==> src/gpns_pkg.sv <==
`timescale 1ns / 1ps

package gpns_pkg;

  localparam int COORD_W    = 20;
  localparam int SKIP_W     = 16;
  localparam int LA_W       = 4;
  localparam int CFG_IDX_W  = 1;
  localparam int CFG_DATA_W = 16;
  localparam int MIN_SMOOTH = 3;

  localparam int MAG_W  = COORD_W + 1;
  localparam int SQ_W   = 2 * MAG_W;
  localparam int DIST_W = SQ_W + 2;
  localparam int LIM_W  = 2 * SKIP_W;

  localparam logic [SKIP_W-1:0] SKIP_RST = 16'd320;
  localparam logic [LA_W-1:0]   LA_RST   = 4'd5;

  typedef enum logic [CFG_IDX_W-1:0] {
    CFG_SKIP = 1'b0,
    CFG_LA   = 1'b1
  } cfg_reg_t;

  typedef logic signed [COORD_W-1:0] coord_t;

  typedef struct packed {
    coord_t x;
    coord_t y;
    coord_t z;
  } node_t;

  typedef enum logic [5:0] {
    ST_LOAD = 6'b000001,
    ST_RDE  = 6'b000010,
    ST_EMIT = 6'b000100,
    ST_SCAN = 6'b001000,
    ST_SQ   = 6'b010000,
    ST_CMP  = 6'b100000
  } state_t;

  typedef struct packed {
    logic store;
    logic start;
    logic emit;
    logic addr_j;
    logic advance;
    logic take_best;
    logic clear;
  } cmd_t;

  typedef struct packed {
    logic out_free;
    logic is_last;
    logic short_path;
    logic scan_ok;
    logic less;
  } sts_t;

  function automatic logic [MAG_W-1:0] abs_diff(input coord_t a, input coord_t b);
    logic [MAG_W-1:0] d;
    d = {a[COORD_W-1], a} - {b[COORD_W-1], b};
    return d[MAG_W-1] ? MAG_W'(~d + 1'b1) : d;
  endfunction

  function automatic logic [SQ_W-1:0] square(input logic [MAG_W-1:0] a);
    return SQ_W'(a) * SQ_W'(a);
  endfunction

endpackage

==> src/gpns_ctrl.sv <==
`timescale 1ns / 1ps

module gpns_ctrl (
  input  logic           clk,
  input  logic           rst,
  input  logic           in_valid,
  input  logic           in_last,
  input  gpns_pkg::sts_t sts,
  output logic           in_ready,
  output gpns_pkg::cmd_t cmd
);

  gpns_pkg::state_t state, state_next;

  always_ff @(posedge clk) begin
    if (rst) begin
      state <= gpns_pkg::ST_LOAD;
    end else begin
      state <= state_next;
    end
  end

  always_comb begin
    state_next = state;
    cmd        = '0;
    in_ready   = 1'b0;
    unique case (state)
      gpns_pkg::ST_LOAD: begin
        in_ready = 1'b1;
        if (in_valid) begin
          cmd.store = 1'b1;
          if (in_last) begin
            cmd.start  = 1'b1;
            state_next = gpns_pkg::ST_RDE;
          end
        end
      end
      gpns_pkg::ST_RDE: begin
        state_next = gpns_pkg::ST_EMIT;
      end
      gpns_pkg::ST_EMIT: begin
        if (sts.out_free) begin
          cmd.emit = 1'b1;
          priority if (sts.is_last) begin
            cmd.clear  = 1'b1;
            state_next = gpns_pkg::ST_LOAD;
          end else if (sts.short_path) begin
            state_next = gpns_pkg::ST_RDE;
          end else begin
            state_next = gpns_pkg::ST_SCAN;
          end
        end
      end
      gpns_pkg::ST_SCAN: begin
        if (sts.scan_ok) begin
          cmd.addr_j = 1'b1;
          state_next = gpns_pkg::ST_SQ;
        end else begin
          cmd.take_best = 1'b1;
          state_next    = gpns_pkg::ST_RDE;
        end
      end
      gpns_pkg::ST_SQ: begin
        state_next = gpns_pkg::ST_CMP;
      end
      gpns_pkg::ST_CMP: begin
        if (sts.less) begin
          cmd.advance = 1'b1;
          state_next  = gpns_pkg::ST_SCAN;
        end else begin
          cmd.take_best = 1'b1;
          state_next    = gpns_pkg::ST_RDE;
        end
      end
      default: begin
        state_next = gpns_pkg::ST_LOAD;
      end
    endcase
  end

endmodule

==> config.mk <==
export PLATFORM = sky130hd
export DESIGN_NAME = gpns_ctrl
export DESIGN_NICKNAME = d
export VERILOG_FILES = /design/src/gpns_pkg.sv /design/src/gpns_ctrl.sv
export SDC_FILE = /design/constraint.sdc
export NUM_CORES = 1
export LEC_CHECK = 0
export ABC_AREA = 1
export BUFFER_PORTS_ARGS = -buffer_cell sky130_fd_sc_hd__clkbuf_2
export CELL_PAD_IN_SITES_DETAIL_PLACEMENT = 0
export CELL_PAD_IN_SITES_GLOBAL_PLACEMENT = 1
export CORE_UTILIZATION = 35
export CTS_BUF_LIST = sky130_fd_sc_hd__clkbuf_8
export DETAILED_ROUTE_END_ITERATION = 12
export PLACE_DENSITY = 0.83
export SETUP_SLACK_MARGIN = 0.2
export SLEW_MARGIN = 40
export SYNTH_ARGS = -nofsm -noshare
export SYNTH_HDL_FRONTEND = slang
export SYNTH_SLANG_ARGS = --single-unit
==> constraint.sdc <==
create_clock -name clk -period 1.9 [get_ports clk]
set_input_delay 0.475 -clock clk [delete_from_list [all_inputs] [get_ports clk]]
set_output_delay 0.475 -clock clk [all_outputs]
set_load 0.01 [all_outputs]
* Yosys cells after proc, flatten, opt, wreduce, memory -nomap -nowiden
Cells that the tools add are included.
** Storage, ports and cells
- Word-level logic and storage cells :: 35
- Register bits :: 6
** Operators by class
- Reductions and logical operators :: 1
- Equality and inequality tests :: 9
- Muxes and demuxes :: 24
** Operators by type and width (number)
- $pmux 6 s6 :: 1
- $mux 6 :: 4
- $mux 1 :: 13
- $mux 4 :: 2
- $eq 6x1->1 const B :: 1
- $eq 6x2->1 const B :: 1
- $eq 6x3->1 const B :: 1
- $eq 6x4->1 const B :: 1
- $eq 6x5->1 const B :: 1
- $eq 6x6->1 const B :: 1
- $ne 2x2->1 const B :: 3
- $mux 5 :: 1
- $mux 2 :: 2
- $reduce_and 3->1 :: 1
- $pmux 1 s2 :: 1

* Longest topological paths before layout
- Depth in word-level cells :: 4
- Gate-level depth with buffers :: 9

* Worst setup path after synthesis
No wires, ideal clock.
- Path kind :: register to output
- Start :: register state[1]
- End :: output port cmd[0] in the netlist's numbering
- Path buffers :: 0
- Required time :: 1425 ps
- Slack :: 483 ps
- Arrival :: 942 ps
- Cell stages (with the launch flop) :: 6
- Cell sequence :: dfxtp_1 inv_2 nand2_4 nor2_8 nand2_2 nor3_1
** RTL lines
- start: declaration :: line gpns_ctrl.sv:13 : gpns_pkg::state_t state, state_next;
- start signal: assignment :: line gpns_ctrl.sv:17 : state <= gpns_pkg::ST_LOAD;
- start signal: assignment :: line gpns_ctrl.sv:19 : state <= state_next;
- end: declaration :: line gpns_ctrl.sv:10 : output gpns_pkg::cmd_t cmd

==> impl_metrics.env <==
export IMPL_status="finished, final reports clean"
export IMPL_crit_top_cell="nand2_4"
export IMPL_hold_start="rst"
export IMPL_synth_common_cells="nor2_1 (15), nand2_1 (11), inv_2 (8)"
export IMPL_path_clk_slew_ps=40
export IMPL_powerDensity_nw_per_um2=976.7
export IMPL_crit_buf_inv=2
export IMPL_grt_pass1_vias=423
export IMPL_top_regs="state (6)"
export IMPL_rows=12
export IMPL_holdBufCountCts=0
export IMPL_firstDrtPassIters=4
export IMPL_dp_slack_ps=404.2
export IMPL_synth_avg_cell_area_um2=6.326
export IMPL_fp_coreArea_um2=1156
export IMPL_r2r_end="state[0]"
export IMPL_period_needed_ps=1655
export IMPL_ios=17
export IMPL_ys_ff_latch=6
export IMPL_crit_type="reg -> out"
export IMPL_reg2reg_depth=10
export IMPL_tns_ps=0
export IMPL_crit_family="simple AND/OR/NAND/NOR gates"
export IMPL_yosysWarnings=0
export IMPL_dieArea_um2=1449
export IMPL_syn_to_final_growth_pct=50.82
export IMPL_clkSinkCount=6
export IMPL_cts_made_buffers=3
export IMPL_synth_edf_count=0
export IMPL_post_route_drc_count=0
export IMPL_htree_num_levels=1
export IMPL_vias_per_cell=4.636
export IMPL_netlist_area_um2=455.4
export IMPL_die_width_um=38.07
export IMPL_slew_headroom=0.8404
export IMPL_track_usage=0.1871
export IMPL_setup_viol=0
export IMPL_slew_viol_final=0
export IMPL_tritoncts="yes"
export IMPL_hold_path_end="state[3]"
export IMPL_clk_insertion_delay_late_ps=220
export IMPL_yosys_cell_types_count=19
export IMPL_cp_required_ps=1420
export IMPL_synth_area_leaders="dfxtp_1 (26%), nor2_1 (12%), nand2_1 (9.1%), inv_2 (6.6%), inv_1 (4.9%)"
export IMPL_hold_viol_final=0
export IMPL_worst_slew_pin_transition_ps=236.9
export IMPL_synth_most_common_cell="nor2_1"
export IMPL_grt_max_degree=7
export IMPL_critPathMaxStageDelay_ps=330
export IMPL_drt_first_iter_violations=10
export IMPL_dp_cells=102
export IMPL_peakVddDrop_mv=0.6158
export IMPL_max_freq_mhz=604.3
export IMPL_reg2reg_from="state[4]"
export IMPL_cp_slowest_cell="dfxtp_2"
export IMPL_wl_met3_um=64
export IMPL_path_cells="inv_2 > nand2_4 > nor2_8 > nand2_4 > nor3_2 > buf_2"
export IMPL_highest_layer="met3"
export IMPL_cts_root_buf="clkbuf_8"
export IMPL_rsz0062_at_grt="true"
export IMPL_numPortBuffers=16
export IMPL_cp_max_fo=5
export IMPL_largest_reg_flops=6
export IMPL_largest_register="state"
export IMPL_wl_met1_um=518
export IMPL_synth_top_flop_cell="dfxtp_1"
export IMPL_fin_worst_skew_ps=0.9402
export IMPL_synth_largest_area_cell="dfxtp_1"
export IMPL_rrSetupSlack_ps=670
export IMPL_num_vias=510
export IMPL_route_met2_wl_um=651
export IMPL_hp_class="in -> reg"
export IMPL_gp_congestion=0.7944
export IMPL_grt_first_pass_wirelength_mm=1.807
export IMPL_antenna_left=0
export IMPL_leakage_nw=0.3578
export IMPL_fin_cells=110
export IMPL_syn_inst=72
export IMPL_clockBufferDepth=2
export IMPL_crit_path_start_kind="register"
export IMPL_synth_fp_nets=81
export IMPL_async_reset_ff_frac=0
export IMPL_period_share=0.8710
export IMPL_drive_gt1_frac=0.5938
export IMPL_dp_hpwl_um=861
export IMPL_hold_path_depth=2
export IMPL_ys_seq_area_frac=0.2637
export IMPL_nets=107
export IMPL_postRouteWirelength_mm=1.233
export IMPL_start_util=0.3939
export IMPL_finalWorstSetupSlack_ps=245.1
export IMPL_gr_total_overflow=0
export IMPL_die_height_um=38.07
export IMPL_crit_arrival_ps=1180
export IMPL_synth_top_area_share=0.2637
export IMPL_end_kind="output port"
export IMPL_cap_violations=0
export IMPL_antenna_found_initial=0
export IMPL_wire_per_inst_um=11.21
export IMPL_n_antenna_cell=0
## worst max path at each step
stage | start | endpoint | slack [ps] | depth (start not counted)
3_3_place_gp | state[5] | cmd[0] | 430 | 6
3_5_place_dp | state[2] | cmd[0] | 400 | 5
4_1_cts | state[0] | cmd[6] | 200 | 7
6_report | state[1] | cmd[0] | 250 | 6
5_1_grt | state[5] | cmd[0] | 170 | 6
2_1_floorplan | state[1] | cmd[0] | 480 | 5
## routing by layer
metal | vias up | GRT usage
met1 | 223 | 0.2226
li1 | 268 | -
met5 | - | 0
met4 | 0 | 0.05357
met2 | 19 | 0.3093
met3 | 0 | 0.06977
## metrics by stage
| stage | hold WS, ps | power (mW) | util | area [µm²] |
|---|---|---|---|---|
| after floorplan | 519.2 | 0.3249 | - | 455.4 |
| after global routing | 519.2 | 0.7133 | 0.5942 | 686.9 |
| after global placement | 545.5 | 0.3782 | 0.4784 | 553.0 |
| after CTS | 510.0 | 0.5850 | 0.5292 | 611.8 |
| after detailed placement | 542.1 | 0.3793 | 0.4784 | 553.0 |
| final | 508.7 | 0.6709 | 0.5942 | 686.9 |
## kinds of logic after synthesis
family | count (synthesis) | synth area share
and+or+nand+nor | 45 | 0.5357
AOI/OAI and AO/OA | 7 | 0.08515
DFF | 6 | 0.2637
buffers and inverters | 14 | 0.1154
## final cells by class
class / instances / area [µm²]
fill: 108 / 469.2
multi-input combinational: 52 / 330.3
sequential: 6 / 125.1
timing repair buffer: 21 / 117.6
inverter: 14 / 55.05
clock buffer: 3 / 41.29
tap: 14 / 17.52
## report_power, final
part / internal, mW / switching (mW) / total [mW]
clock network: 0.136 / 0.0586 / 0.195
logic: 0.149 / 0.170 / 0.319
registers: 0.143 / 0.0142 / 0.157
## timing repair
action                     4_1_cts  5_1_grt
pin swaps                        1        5
gates resized for setup          2       21
setup endpoints to repair        1        7
setup buffers                    1        4
## cells in the final DEF (no fill, tap or decap)
cell,n
clkbuf_2,11
inv_2,7
buf_2,5
nor2_8,1
nor2_2,4
clkbuf_8,3
nand4_1,1
nand2_1,8
buf_4,5
nand2_2,4
nand2_4,3
nand3_1,4
nor3_2,2
o21ai_0,3
o21ai_1,2
dfxtp_2,4
nor3_1,1
o21ai_2,1
nand3_2,2
a21oi_1,1
nor2_4,4
nor2_1,11
dfxtp_1,2
inv_4,1
inv_1,6
(Power assumes the default switching activity.)
